## src/rtl/core/dcut_pkg.sv

```systemverilog
// Shared types and constants for the summer-time check and UTC conversion block.
// No dependencies; imported by every module under rtl/core.
package dcut_pkg;

    // Time source codes
    localparam logic [1:0] SRC_DCF77 = 2'd0;
    localparam logic [1:0] SRC_MSF60 = 2'd1;
    localparam logic [1:0] SRC_WWVB  = 2'd2;
    localparam logic [1:0] SRC_JJY   = 2'd3;

    // Months that matter to the switch rules
    localparam logic [3:0] MON_MAR = 4'd3;
    localparam logic [3:0] MON_OCT = 4'd10;
    localparam logic [3:0] MON_NOV = 4'd11;

    localparam logic [4:0]  DAY_LAST      = 5'd31;
    localparam logic [4:0]  HOURS_PER_DAY = 5'd24;
    localparam logic [12:0] YEAR_SHIFT    = 13'd400;
    // floor(x * RECIP100 / 2^19) == floor(x / 100) for x below 4500
    localparam logic [12:0] RECIP100      = 13'd5243;

    // Request to the Sunday scanner
    typedef struct packed {
        logic       start;
        logic       down;   // 1: last Sunday from day 31, 0: n-th Sunday from day 1
        logic [1:0] nth;
    } t_scan_ctl;

    // Sakamoto month key
    function automatic logic [2:0] month_key(input logic [3:0] m);
        logic [2:0] k;
        case (m)
            4'd1:    k = 3'd0;
            4'd2:    k = 3'd3;
            4'd3:    k = 3'd2;
            4'd4:    k = 3'd5;
            4'd5:    k = 3'd0;
            4'd6:    k = 3'd3;
            4'd7:    k = 3'd5;
            4'd8:    k = 3'd1;
            4'd9:    k = 3'd4;
            4'd10:   k = 3'd6;
            4'd11:   k = 3'd2;
            4'd12:   k = 3'd4;
            default: k = 3'd5;
        endcase
        return k;
    endfunction

endpackage

```

## src/rtl/core/dcut_weekday.sv

```systemverilog
// Four-stage weekday unit: weekday of day 1 of a month from March to December by Sakamoto's method.
// Depends on dcut_pkg (constants, month key).
module dcut_weekday
    import dcut_pkg::*;
(
    input  logic        i_clk,
    input  logic        i_rst_n,
    input  logic        i_start,
    input  logic [11:0] i_year,
    input  logic [3:0]  i_month,
    output logic        o_done,
    output logic [2:0]  o_wday
);

    logic        r_v1, r_v2, r_v3, r_v4;
    logic [12:0] r_yy1, r_yy2;
    logic [2:0]  r_key1, r_key2;
    logic [5:0]  r_q100;
    logic [12:0] r_sum;
    logic [2:0]  r_wday;

    logic [25:0] n_prod;
    logic [12:0] n_sum;
    logic [4:0]  n_fold1;
    logic [3:0]  n_fold2;
    logic [2:0]  n_wday;

    // year / 100 by reciprocal multiply
    assign n_prod = 26'(r_yy1) * 26'(RECIP100);

    // yy + yy/4 - yy/100 + yy/400 + key + 1
    assign n_sum = r_yy2 + (r_yy2 >> 2) - 13'(r_q100) + 13'(r_q100 >> 2)
                 + 13'(r_key2) + 13'd1;

    // mod 7 by folding octal digits (8 is 1 mod 7)
    assign n_fold1 = 5'(r_sum[2:0]) + 5'(r_sum[5:3]) + 5'(r_sum[8:6])
                   + 5'(r_sum[11:9]) + 5'(r_sum[12]);
    assign n_fold2 = 4'(n_fold1[2:0]) + 4'(n_fold1[4:3]);
    assign n_wday  = (n_fold2 >= 4'd7) ? 3'(n_fold2 - 4'd7) : n_fold2[2:0];

    // stage valid bits
    always_ff @(posedge i_clk) begin
        if (!i_rst_n) begin
            r_v1 <= 1'b0;
            r_v2 <= 1'b0;
            r_v3 <= 1'b0;
            r_v4 <= 1'b0;
        end else begin
            r_v1 <= i_start;
            r_v2 <= r_v1;
            r_v3 <= r_v2;
            r_v4 <= r_v3;
        end
    end

    // datapath
    always_ff @(posedge i_clk) begin
        r_yy1  <= 13'(i_year) + YEAR_SHIFT;
        r_key1 <= month_key(i_month);
        r_yy2  <= r_yy1;
        r_key2 <= r_key1;
        r_q100 <= n_prod[24:19];
        r_sum  <= n_sum;
        r_wday <= n_wday;
    end

    assign o_done = r_v4;
    assign o_wday = r_wday;

endmodule

```

## src/rtl/core/dcut_scan.sv

```systemverilog
// Day-by-day Sunday search: one day and one weekday step per cycle.
// Depends on dcut_pkg (t_scan_ctl, DAY_LAST).
module dcut_scan
    import dcut_pkg::*;
(
    input  logic       i_clk,
    input  logic       i_rst_n,
    input  t_scan_ctl  i_ctl,
    input  logic [2:0] i_wday1,
    output logic       o_done,
    output logic [4:0] o_day
);

    logic       r_busy, r_down, r_done;
    logic [1:0] r_nth, r_cnt;
    logic [4:0] r_day;
    logic [2:0] r_wd;

    logic [3:0] n_wd31;
    logic [1:0] n_cnt;
    logic       n_stop;

    // weekday of day 31 is day 1 plus 30, i.e. plus 2 mod 7
    assign n_wd31 = 4'(i_wday1) + 4'd2;
    assign n_cnt  = r_cnt + 2'd1;
    assign n_stop = r_down ? (r_day <= 5'd1 || r_wd == 3'd0)
                           : ((r_wd == 3'd0 && n_cnt == r_nth) || r_day == DAY_LAST);

    // control
    always_ff @(posedge i_clk) begin
        if (!i_rst_n) begin
            r_busy <= 1'b0;
            r_done <= 1'b0;
        end else begin
            r_done <= r_busy && n_stop;
            if (i_ctl.start) begin
                r_busy <= 1'b1;
            end else if (n_stop) begin
                r_busy <= 1'b0;
            end
        end
    end

    // day and weekday counters
    always_ff @(posedge i_clk) begin
        if (i_ctl.start) begin
            r_down <= i_ctl.down;
            r_nth  <= i_ctl.nth;
            r_cnt  <= 2'd0;
            if (i_ctl.down) begin
                r_day <= DAY_LAST;
                r_wd  <= (n_wd31 >= 4'd7) ? 3'(n_wd31 - 4'd7) : n_wd31[2:0];
            end else begin
                r_day <= 5'd1;
                r_wd  <= i_wday1;
            end
        end else if (r_busy && !n_stop) begin
            if (r_down) begin
                r_day <= r_day - 5'd1;
                r_wd  <= r_wd - 3'd1;
            end else begin
                r_day <= r_day + 5'd1;
                r_wd  <= (r_wd == 3'd6) ? 3'd0 : r_wd + 3'd1;
                if (r_wd == 3'd0) begin
                    r_cnt <= n_cnt;
                end
            end
        end
    end

    assign o_done = r_done;
    assign o_day  = r_day;

endmodule

```

## src/rtl/core/dst_check_and_utc_convert.sv

```systemverilog
// Summer-time check and local-to-UTC hour conversion for four radio time sources.
// The beat passes the weekday unit, then the day-by-day Sunday search (last Sunday counted
// down from day 31, n-th Sunday counted up from day 1), then the result register, which waits while the output stalls.
// One beat in flight; the next is taken the cycle after the result loads.
// Reset (synchronous, active low) returns the sequencer to idle, result empty.
module dst_check_and_utc_convert
    import dcut_pkg::*;
(
    input  logic        i_clk,
    input  logic        i_rst_n,
    input  logic        i_in_valid,
    output logic        o_in_stall,
    input  logic [1:0]  i_src_select,
    input  logic [11:0] i_year_in,
    input  logic [3:0]  i_month_in,
    input  logic [4:0]  i_day_in,
    input  logic [4:0]  i_hour_in,
    output logic        o_out_valid,
    input  logic        i_out_stall,
    output logic [4:0]  o_hour_out,
    output logic [5:0]  o_day_out,
    output logic [3:0]  o_month_out,
    output logic [11:0] o_year_out,
    output logic        o_summer_flag
);

    localparam logic [1:0] ST_IDLE = 2'd0;
    localparam logic [1:0] ST_WDAY = 2'd1;
    localparam logic [1:0] ST_SCAN = 2'd2;
    localparam logic [1:0] ST_OUT  = 2'd3;

    logic [1:0]  r_state, n_state;
    logic [1:0]  r_src;
    logic [11:0] r_year;
    logic [3:0]  r_month;
    logic [4:0]  r_day, r_hour, r_sw_day;
    logic        r_out_valid;
    logic [4:0]  r_hour_out;
    logic [5:0]  r_day_out;
    logic [3:0]  r_month_out;
    logic [11:0] r_year_out;
    logic        r_summer_out;

    logic        accept, us_in, wk_start, wk_done, sc_done, out_free, us, summer, sh_ge, eh_lt;
    logic [3:0]  tgt_month, sub;
    logic [2:0]  wk_wday;
    logic [4:0]  sc_day;
    logic [6:0]  h7;
    logic [4:0]  n_hour;
    logic [5:0]  n_day;
    t_scan_ctl   sc_ctl;

    assign accept   = (r_state == ST_IDLE) && i_in_valid;
    assign us_in    = (i_src_select == SRC_WWVB);
    assign wk_start = accept;
    // month whose switch Sunday decides the beat
    assign tgt_month = (i_month_in == MON_MAR) ? MON_MAR : (us_in ? MON_NOV : MON_OCT);

    dcut_weekday u_weekday (
        .i_clk   (i_clk),
        .i_rst_n (i_rst_n),
        .i_start (wk_start),
        .i_year  (i_year_in),
        .i_month (tgt_month),
        .o_done  (wk_done),
        .o_wday  (wk_wday)
    );

    // scan request: EU last Sunday, US second Sunday of March or first of November
    assign us           = (r_src == SRC_WWVB);
    assign sc_ctl.start = (r_state == ST_WDAY) && wk_done;
    assign sc_ctl.down  = !us;
    assign sc_ctl.nth   = (r_month == MON_MAR) ? 2'd2 : 2'd1;

    dcut_scan u_scan (
        .i_clk   (i_clk),
        .i_rst_n (i_rst_n),
        .i_ctl   (sc_ctl),
        .i_wday1 (wk_wday),
        .o_done  (sc_done),
        .o_day   (sc_day)
    );

    // summer decision against the switch Sunday
    always_comb begin
        sh_ge = (r_src == SRC_DCF77 || us) ? (r_hour >= 5'd2) : (r_hour >= 5'd1);
        eh_lt = (r_src == SRC_DCF77) ? (r_hour < 5'd3) : (r_hour < 5'd2);
        if (r_src == SRC_JJY) begin
            summer = 1'b0;
        end else if (r_month > MON_MAR && r_month < MON_OCT) begin
            summer = 1'b1;
        end else if (r_month < MON_MAR) begin
            summer = 1'b0;
        end else if (us ? (r_month > MON_NOV) : (r_month > MON_OCT)) begin
            summer = 1'b0;
        end else if (r_month == MON_MAR) begin
            summer = (r_day != r_sw_day) ? (r_day > r_sw_day) : sh_ge;
        end else if (us && r_month == MON_OCT) begin
            summer = 1'b1;
        end else begin
            summer = (r_day != r_sw_day) ? (r_day < r_sw_day) : eh_lt;
        end
    end

    // hour offset to UTC and single wrap
    always_comb begin
        case (r_src)
            SRC_DCF77: sub = summer ? 4'd2 : 4'd1;
            SRC_MSF60: sub = summer ? 4'd1 : 4'd0;
            SRC_JJY:   sub = 4'd9;
            default:   sub = 4'd0;
        endcase
        h7 = {2'b00, r_hour} - {3'b000, sub};
        if (h7[6]) begin
            n_hour = 5'(h7 + 7'(HOURS_PER_DAY));
            n_day  = {1'b0, r_day} - 6'd1;
        end else if (h7 >= 7'(HOURS_PER_DAY)) begin
            n_hour = 5'(h7 - 7'(HOURS_PER_DAY));
            n_day  = {1'b0, r_day} + 6'd1;
        end else begin
            n_hour = h7[4:0];
            n_day  = {1'b0, r_day};
        end
    end

    assign out_free = !r_out_valid || !i_out_stall;

    // sequencer
    always_comb begin
        n_state = r_state;
        case (r_state)
            ST_IDLE: if (i_in_valid) n_state = ST_WDAY;
            ST_WDAY: if (wk_done) n_state = ST_SCAN;
            ST_SCAN: if (sc_done) n_state = ST_OUT;
            ST_OUT:  if (out_free) n_state = ST_IDLE;
            default: n_state = ST_IDLE;
        endcase
    end

    always_ff @(posedge i_clk) begin
        if (!i_rst_n) begin
            r_state     <= ST_IDLE;
            r_out_valid <= 1'b0;
        end else begin
            r_state <= n_state;
            if (r_state == ST_OUT && out_free) begin
                r_out_valid <= 1'b1;
            end else if (!i_out_stall) begin
                r_out_valid <= 1'b0;
            end
        end
    end

    // input capture, switch day and result register
    always_ff @(posedge i_clk) begin
        if (accept) begin
            r_src   <= i_src_select;
            r_year  <= i_year_in;
            r_month <= i_month_in;
            r_day   <= i_day_in;
            r_hour  <= i_hour_in;
        end
        if (sc_done) begin
            r_sw_day <= sc_day;
        end
        if (r_state == ST_OUT && out_free) begin
            r_hour_out   <= n_hour;
            r_day_out    <= n_day;
            r_month_out  <= r_month;
            r_year_out   <= r_year;
            r_summer_out <= summer;
        end
    end

    assign o_in_stall    = (r_state != ST_IDLE);
    assign o_out_valid   = r_out_valid;
    assign o_hour_out    = r_hour_out;
    assign o_day_out     = r_day_out;
    assign o_month_out   = r_month_out;
    assign o_year_out    = r_year_out;
    assign o_summer_flag = r_summer_out;

    // checks
    a_wk_done_in_wday: assert property (@(posedge i_clk) disable iff (!i_rst_n)
        wk_done |-> r_state == ST_WDAY)
        else $error("weekday result outside weekday phase");

    a_sc_done_in_scan: assert property (@(posedge i_clk) disable iff (!i_rst_n)
        sc_done |-> r_state == ST_SCAN)
        else $error("scan result outside scan phase");

    a_hour_range: assert property (@(posedge i_clk) disable iff (!i_rst_n)
        o_out_valid |-> o_hour_out < HOURS_PER_DAY)
        else $error("UTC hour out of range");

    a_summer_months: assert property (@(posedge i_clk) disable iff (!i_rst_n)
        (o_out_valid && o_summer_flag) |-> (o_month_out >= MON_MAR && o_month_out <= MON_NOV))
        else $error("summer flagged outside March to November");

endmodule

```

## config.mk

```make
export PLATFORM = sky130hd
export DESIGN_NAME = dst_check_and_utc_convert
export DESIGN_NICKNAME = d
export VERILOG_FILES = /design/src/rtl/core/dcut_pkg.sv /design/src/rtl/core/dcut_weekday.sv /design/src/rtl/core/dcut_scan.sv /design/src/rtl/core/dst_check_and_utc_convert.sv
export SDC_FILE = /design/constraint.sdc
export NUM_CORES = 1
export LEC_CHECK = 0
export ABC_AREA = 1
export ABC_CLOCK_PERIOD_IN_PS = 6200
export BUFFER_PORTS_ARGS = -buffer_cell sky130_fd_sc_hd__buf_2
export CAP_MARGIN = 0
export CORE_MARGIN = 1.5
export CORE_UTILIZATION = 39
export DETAILED_ROUTE_END_ITERATION = 7
export PLACE_DENSITY = 0.58
export SLEW_MARGIN = 25
export SYNTH_ARGS = -nofsm -noshare
export SYNTH_HDL_FRONTEND = slang
export SYNTH_SLANG_ARGS = --single-unit
```

## constraint.sdc

```tcl
create_clock -name i_clk -period 6.2 [get_ports i_clk]
set_clock_uncertainty 0.2 [all_clocks]
set_input_delay 0.31 -clock i_clk [delete_from_list [all_inputs] [get_ports i_clk]]
set_output_delay 0.31 -clock i_clk [all_outputs]
set_load 0.05 [all_outputs]
```

After elaboration in Yosys (flattened, before gate mapping)
Memory sizes are Yosys's and may differ from the RTL's. A register that Yosys moved wholly into a read port is not among the register bits.
Index checks and enable logic that the tools add are counted.
W data, S select, Z words.
{"block": "totals", "out_inout_bits": 30, "mem_count": 1, "word_cells": 157, "input_bits": 32, "reg_bits": 134, "romBits": 48}
{"name": "(no name shown)", "depth": 16, "word_bits": 3, "rd": 1, "rd_clocked_by_memory_dff": 1, "write_ports": 0, "line_no": "dcut_pkg.sv:32", "rtl": "case (m)"}
{"block": "op_classes", "mux": 42, "addsub": 24, "eq_ne": 19, "n_bitwise": 1, "n_mul": 1, "n_lt_le_gt_ge": 15, "reduce_logical": 24}
{"operator": "$mux W5", "n": 6}
{"operator": "$mul A13 B13 Y25 const B", "n": 1}
{"operator": "$mux W3", "n": 7}
{"operator": "$mux W1", "n": 18}
{"operator": "$add A12 B9 Y13 const B", "n": 1}
{"operator": "$add A13 B1 Y13 const B", "n": 1}
{"operator": "$add A13 B11 Y13", "n": 1}
{"operator": "$add A13 B3 Y13", "n": 1}
{"operator": "$add A13 B4 Y13", "n": 1}
{"operator": "$sub A13 B6 Y13", "n": 1}
{"operator": "$mux W2", "n": 6}
{"operator": "$mux W6", "n": 2}
{"operator": "$pmux W4 S3", "n": 1}
{"operator": "$add A5 B3 Y5", "n": 2}
{"operator": "$eq A2 B2 Y1 const B", "n": 5}
{"operator": "$lt A5 B2 Y1 const B", "n": 2}
{"operator": "$eq A4 B2 Y1 const B", "n": 2}
{"operator": "$ge A4 B3 Y1 const B", "n": 2}
{"operator": "$gt A4 B4 Y1 const B", "n": 2}
{"operator": "$logic_and A1 B1 Y1", "n": 8}
{"operator": "$pmux W2 S4", "n": 1}
{"operator": "$ge A7 B5 Y1 const B", "n": 1}
{"operator": "$add A5 B1 Y6 const B", "n": 1}
{"operator": "$ne A2 B1 Y1 const B", "n": 3}
{"operator": "38 further kinds", "n": 50}

Depth between registers and ports, before layout
Gate-level depths: netlist of the first run.
{"block": "logic_depth", "ltp_word": 15, "mapped_depth": 27, "mapped_depth_nobuf": 27}

Cells and area by module
A second synthesis of the first run with hierarchy kept.
{"block": "unflattened", "cells_unflattened": 1078, "hier_area_um2": 10352.4}
{"module": "dcut_weekday", "seq_area_each_um2": 1161.1, "cells_each": 702, "instances": 1, "area_each_um2": 6363.6}
{"module": "dst_check_and_utc_convert", "seq_area_each_um2": 1891.8, "cells_each": 251, "instances": 1, "area_each_um2": 2960.3}
{"module": "dcut_scan", "seq_area_each_um2": 410.4, "cells_each": 125, "instances": 1, "area_each_um2": 1028.5}

Worst setup path after synthesis of the first run
OpenSTA, ideal clock, no wires.
{"block": "synth_path", "kind": "reg-to-reg", "from": "register u_weekday.r_yy1[8]", "to": "register u_weekday.r_q100[5]", "setup_slack_ns": 2.124, "setup_ns": 0.113, "arrival_ns": 3.763, "stages_incl_launch_ff": 19, "cell_sequence": "dfxtp_1 ha_1 inv_1 fa_1 inv_1 fa_1 inv_1 fa_1 fa_1 inv_1 ha_1 a21oi_1 o21ai_0 nand2_1 nand3_1 nand2_1 nand3_1 nand2_1 nand2_1"}
{"block": "synth_via", "elab_chain_cells": 1}
{"item": "from (decl)", "line_no": "dcut_weekday.sv:16", "rtl": "logic [12:0] r_yy1, r_yy2;"}
{"item": "from (signal assigned)", "line_no": "dcut_weekday.sv:58", "rtl": "r_yy1 <= 13'(i_year) + YEAR_SHIFT;"}
{"item": "$mul A13 B13 Y25", "line_no": "dcut_weekday.sv:29", "rtl": "assign n_prod = 26'(r_yy1) * 26'(RECIP100);"}
{"item": "via u_weekday.n_prod[24]", "line_no": "dcut_weekday.sv:22", "rtl": "logic [25:0] n_prod;"}
{"item": "to (signal assigned)", "line_no": "dcut_weekday.sv:62", "rtl": "r_q100 <= n_prod[24:19];"}
{"item": "to (decl)", "line_no": "dcut_weekday.sv:18", "rtl": "logic [5:0] r_q100;"}
The timed path passes the listed nets, and every way through them passes these cells.
A chain may end at the register's enable or synchronous reset.

Final worst setup path of the first run
{"block": "layout_path", "from": "register u_weekday.r_yy1[9]", "to": "register u_weekday.r_q100[0]"}
The elaborated chain is that of the path after synthesis.

==> results of run 1 <==
[sequential cells by signal, summed over array words and instances (netlist names), 3 cells and up]
register and flops:
o_year_out 12, u_scan.r_wd 3, u_weekday.r_q100 6, o_hour_out 5, u_scan.o_day 5, u_weekday.r_yy1 13, r_month 4, o_day_out 6
r_day 5, o_month_out 4, r_hour 5, u_weekday.o_wday 3, r_sw_day 5, u_weekday.r_yy2 13, u_weekday.r_sum 13, r_year 12
[worst paths after layout]
check	endpoint	cells after the start	slack (ns)
worst max-delay path	u_weekday.r_q100[0]	15	1.78
worst max register to register	u_weekday.r_q100[0]	15	1.78
worst min register to register	u_weekday.r_key2[0]	0	0.13
worst min-delay path	u_weekday.r_key2[0]	0	0.13
[timing repair]
item | CTS | global route
gates resized for setup | 0 | 0
hold buffers | 31 | 0
setup buffers | 0 | 0
endpoints found under the hold margin | 46 | 0
endpoints found under the setup margin | 0 | 0
[per-layer routing]
| metal | vias up | routed length (um) |
|---|---|---|
| met5 | - | 0 |
| met2 | 103 | 10800 |
| met4 | 0 | 362 |
| met3 | 27 | 686 |
| li1 | 3654 | - |
| met1 | 3371 | 8990 |
[cell type report]
class                      instances  area, sq um  share of cell area
multi-input combinational        682         5870               0.491
sequential                       135         3420               0.286
inverter                         260          976              0.0816
timing repair buffer              93          623              0.0521
clock buffer                      18          429              0.0359
tap                              335          419              0.0350
clock inverter                    14          219              0.0183
[placed cells by master (no fill, tap or decap), types with 5 or more instances in the layout]
cell           synthesis  layout
nand2_2                6       6
xnor2_1               16      16
a21oi_1               48      47
nand2_1              157     157
fa_1                  76      76
inv_1                255     255
a21o_1                 6       6
o21ai_0               29      29
buf_2                  0      61
nor3_1                 6       6
nor2_1                51      51
dfxtp_1               63      63
nand3_1               41      41
clkbuf_16              0      17
xor2_1                23      23
bufinv_16              0       5
dlygate4sd3_1          0      31
nand4_1               14      14
edfxtp_1              72      72
nand2_4                5       5
ha_1                 164     164
[logic make-up (layout without fill, tap and decap cells)]
kind of cell               Yosys count  count (layout)
buffers and inverters              261             385
other                                1               1
and+or+nand+nor                    297             297
AOI/OAI and AO/OA                  104             104
adders and majority gates          240             240
DFF                                135             135
xor gates and xnor gates            40              40
[through the flow]
step           area (sq um)  hold WS (ns)   util  setup WS [ns]
2_1_floorplan         10300         0.110      -           2.12
3_3_place_gp          11000         0.112  0.425           1.84
3_5_place_dp          11000         0.121  0.425           1.82
4_1_cts               12000         0.137  0.462           1.77
5_1_grt               12000         0.146  0.462           1.45
6_report              12000         0.132  0.462           1.78
[critical path, delay by kind of cell, from the launching register on]
| kind | cells | cell delay, ns |
|---|---|---|
| flip-flops | 1 | 0.53 |
| adder cells (fa/ha/maj) | 6 | 2.63 |
| AO/OA/AOI/OAI | 2 | 0.48 |
| buffers and inverters | 2 | 0.11 |
| AND/OR/NAND/NOR | 5 | 0.39 |
==> impl_metrics.yaml, run 1 <==
worst_setup_path:
  cp-start-kind: "flop"
  slowest_stage: "dfxtp_1"
  crit_type: "reg2reg"
  crit_start: "u_weekday.r_yy1[9]"
  end_kind: "flop"
  path_cells: "fa_1 > ha_1 > inv_1 > fa_1 > inv_1 > fa_1 > fa_1 > ha_1 > a21oi_1 > a21boi_0 > nor2_1 > nor2_1 > nand2_1 > nand2_1 > nand2_1"
  cp_max_fo: 7
  r2r-start: "u_weekday.r_yy1[9]"
  cp.required_ns: 6.33
  cp_common_cell: "fa_1"
  cpPeakStageDelay_ns: 0.53
  cp.arrival_ns: 4.55
synth:
  yosys.area_share.simple: 0.130
  synth_edf_count: 72
  ys_types: 42
  synthCells: 1078
  synth_nets: 1350
  yosysTopAreaCell: "edfxtp_1"
  avgSynthCellArea_sq_um: 9.52
  ys_seq_elements: 135
  synth-compound-area-share: 0.0574
  synth_seq_area_share: 0.333
  synth_top_area_share: 0.211
  synthTopCellsByArea: "edfxtp_1 (21%), ha_1 (20%), fa_1 (15%)"
  async_flop_share: 0
  synth_top_family_by_area: "adder cells"
  yosys-top-cells-count: "inv_1 (255), ha_1 (164), nand2_1 (157)"
  muxShareOfSynthArea: 0
  synth_xor_area_frac: 0.0349
  synth_most_common_cell: "inv_1"
  mappedNetlistArea_sq_um: 10300
  ys_warn_count: 0
  synthAdderAreaFrac: 0.348
  ys.flop_type: "edfxtp_1"
final_layout:
  n_antenna_cell: 0
  instances_no_fill: 1537
  fillerInstances: 2434
  area_growth_pct: 16.5
  final_nets: 1461
  drive_gt1_frac: 0.105
drt:
  avgRoutedWirePerCell_um: 13.6
  vias: 7155
  via_per_inst: 4.66
  ant_nets: 0
  drt_iter0_drc: 300
  drt-pass1-iter-count: 4
  finalWirelength_mm: 20.8
  drc_errors: 0
global_routing:
  grtUsageMet1: 0.193
  overflow: 0
  grt_max_degree: 29
  grt_antenna_before_repair: 0
  grt_pass1_wl_mm: 34.9
  grtUsageTotal: 0.167
  grt_pass1_vias: 7407
  gr-usage-met2: 0.308
  busiest_layer: "met2"
  gr-usage-met3: 0.0290
hold_path:
  hold_path_class: "reg2reg"
  holdCritStartpoint: "u_weekday.r_key1[0]"
sta:
  relSlewSlack: 0.370
  setup_viol: 0
  period_share: 0.713
  hold_viol: 0
  worst_pin_slew_ns: 0.942
  setup_tns_ns: 0
  drv_slew: 0
  rsz0062_at_grt: "false"
  fmax_mhz: 226
  min_period_ns: 4.42
run_status:
  run_status: "finished, final reports clean"
floorplanning:
  die_width_um: 165
  start_util: 0.396
  die_area_sq_um: 27300
  boundaryPins: 62
  dieHeight_um: 165
  rows: 59
  core_sq_um: 25900
cts:
  path_clk_slew_ns: 0.06
  htreeDepth: 4
  clock-sinks: 135
  cts_tree: "yes"
  cts_buffer_depth: 2
  cts_root_buffer: "clkbuf_16"
  cts-buffers-inserted: 17
  clkLatencyLatePin_ns: 0.43
placed_design:
  dp_hpwl_mm: 17.0
  place_inst: 1474
  io_buffers: 61
  gp_congestion: 0.886
run:
  maxCapViolCount: 0
Power of run 1 is left out: the tool's default activity adds up to more than one toggle a clock period on the data nets, which glitch-free logic cannot reach.
==> inputs of run 2 (changes only) <==
- ABC_CLOCK_PERIOD_IN_PS: 6200 -> 4050
- PLACE_DENSITY: 0.58 -> 0.6
- clock period: 6.2 -> 4.05 ns (I/O delays scaled with it)
==> run 2 against run 1 <==
Against the previous run:
- die area is the same
- the run now ends with setup timing left
- register-to-register slack got worse by 1.8 ns
- via count increased by 2.3%
- fmax grew 8.6%
- worst setup slack got worse by 1.8 ns
- cell count is 3.0% higher
- hold slack got worse by 0.011 ns
- largest cell class unchanged
- core utilization up 2.9 points
- wire length down 0.16%
- flip-flop and latch count unchanged
==> impl_metrics.yaml, run 2 (synthesized netlist as in run 1, its figures left out) <==
sta:
  fmax_mhz: 246
  setup_tns_ns: -0.0474
  rsz0062_at_grt: "true"
  min_period_ns: 4.07
  worst_pin_slew_ns: 0.957
  hold_viol: 0
  relSlewSlack: 0.361
  setup_viol: 4
  period_share: 1.01
  drv_slew: 0
  hold_slack_ns: 0.121
  fin_ws_ns: -0.0232
worst_setup_path:
  cp_max_fo: 6
  crit_type: "reg2reg"
  slowest_stage: "fa_1"
  end_kind: "flop"
  cp_common_cell: "fa_1"
  cp.arrival_ns: 4.22
  cp.required_ns: 4.19
  cpPeakStageDelay_ns: 0.56
  cp-start-kind: "flop"
  path_cells: "buf_4 > fa_1 > ha_1 > inv_1 > fa_1 > inv_1 > fa_1 > fa_1 > ha_4 > nand2_1 > inv_1 > nand2_1 > nor2_4 > nand4_1 > nand3_2 > xor2_1"
drt:
  ant_nets: 0
  drc_errors: 0
  drt_iter0_drc: 255
  finalWirelength_mm: 20.8
  via_per_inst: 4.63
  avgRoutedWirePerCell_um: 13.1
  vias: 7323
  drt-pass1-iter-count: 4
final_layout:
  area_growth_pct: 23.8
  final_cell_mix: "inv_1 (248), nand2_1 (146), ha_1 (143)"
  final_nets: 1507
  final_common_cell: "inv_1"
  finish.utilization: 0.491
  drive_gt1_frac: 0.196
  top_regs: "u_weekday.r_sum (13), u_weekday.r_yy1 (13), u_weekday.r_yy2 (13)"
run_status:
  run_status: "finished with violations"
  violations: "setup timing"
cts:
  cts_buffer_depth: 2
  cts_root_buffer: "clkbuf_16"
  cts-buffers-inserted: 17
  cts_tree: "yes"
  clkLatencyLatePin_ns: 0.41
  htreeDepth: 4
  clock-sinks: 135
  path_clk_slew_ns: 0.06
floorplanning:
  die_area_sq_um: 27300
  boundaryPins: 62
  core_sq_um: 25900
  die_width_um: 165
  dieHeight_um: 165
  start_util: 0.396
  rows: 59
global_routing:
  grt_pass1_wl_mm: 34.9
  overflow: 0
  gr-usage-met2: 0.301
  grt_max_degree: 29
  gr-usage-met3: 0.0247
  grtUsageTotal: 0.165
  grt_antenna_before_repair: 0
  grt_pass1_vias: 7359
  busiest_layer: "met2"
  grtUsageMet1: 0.202
hold_path:
  hold_path_class: "reg2reg"
placed_design:
  dp_hpwl_mm: 16.6
  gp_congestion: 0.866
  io_buffers: 61
run:
  maxCapViolCount: 0
[run 2: changes by cell type in the layout (fill, tap and decap cells not counted), sizes merged]
cell / change
buf: +46
clkinv: +3
bufinv: -2
clkbuf: -1
diode: +1
inv: -1
[run 2: final cells by class]
cell class	count	area [sq um]
antenna	1	2.50
clock buffer	17	425
clock inverter	14	156
fill	2322	13200
inverter	260	976
multi-input combinational	682	6280
sequential	135	3460
tap	335	419
timing repair buffer	139	997
[run 2: metal layers]
layer  vias up  wire [um]
met5         -          0
met4         0        278
met3        23        633
met2       106      10600
met1      3448       9320
li1       3746          -
[run 2: path summary, 6_finish.rpt]
kind	end	slack [ns]	start	depth (start not counted)
hold reg to reg	u_weekday.r_key2[0]	0.12	u_weekday.r_key1[0]	0
setup / recovery	u_weekday.r_q100[3]	-0.02	u_weekday.r_yy1[8]	16
setup reg to reg	u_weekday.r_q100[3]	-0.02	u_weekday.r_yy1[8]	16
hold / removal	u_weekday.r_key2[0]	0.12	u_weekday.r_key1[0]	0
[run 2: metrics by stage]
stage / setup WS [ns] / std cells / instance area [sq um]
CTS: -0.0329 / 1577 / 12500
detailed placement: -0.244 / 1514 / 11300
global placement: -0.278 / 1514 / 11300
global route: -0.210 / 1582 / 12700
finish: -0.0232 / 1583 / 12700
floorplan: 0.0189 / 1078 / 10300
[run 2: repair_timing]
action | CTS | global route
buffers inserted | 1 | 5
hold endpoints to repair | 50 | 0
setup endpoints to repair | 6 | 15
gates resized for setup | 66 | 30
pin swaps | 47 | 18
hold buffers | 31 | 0
[run 2: critical path, delay by kind of cell, from the launching register on]
kind,cells,cell delay (ns)
buffers and inverters,4,0.31
flip-flops,1,0.37
XOR/XNOR,1,0.13
adder cells (fa/ha/maj),6,2.48
AND/OR/NAND/NOR,5,0.51
Power of run 2 is left out for the same reason.
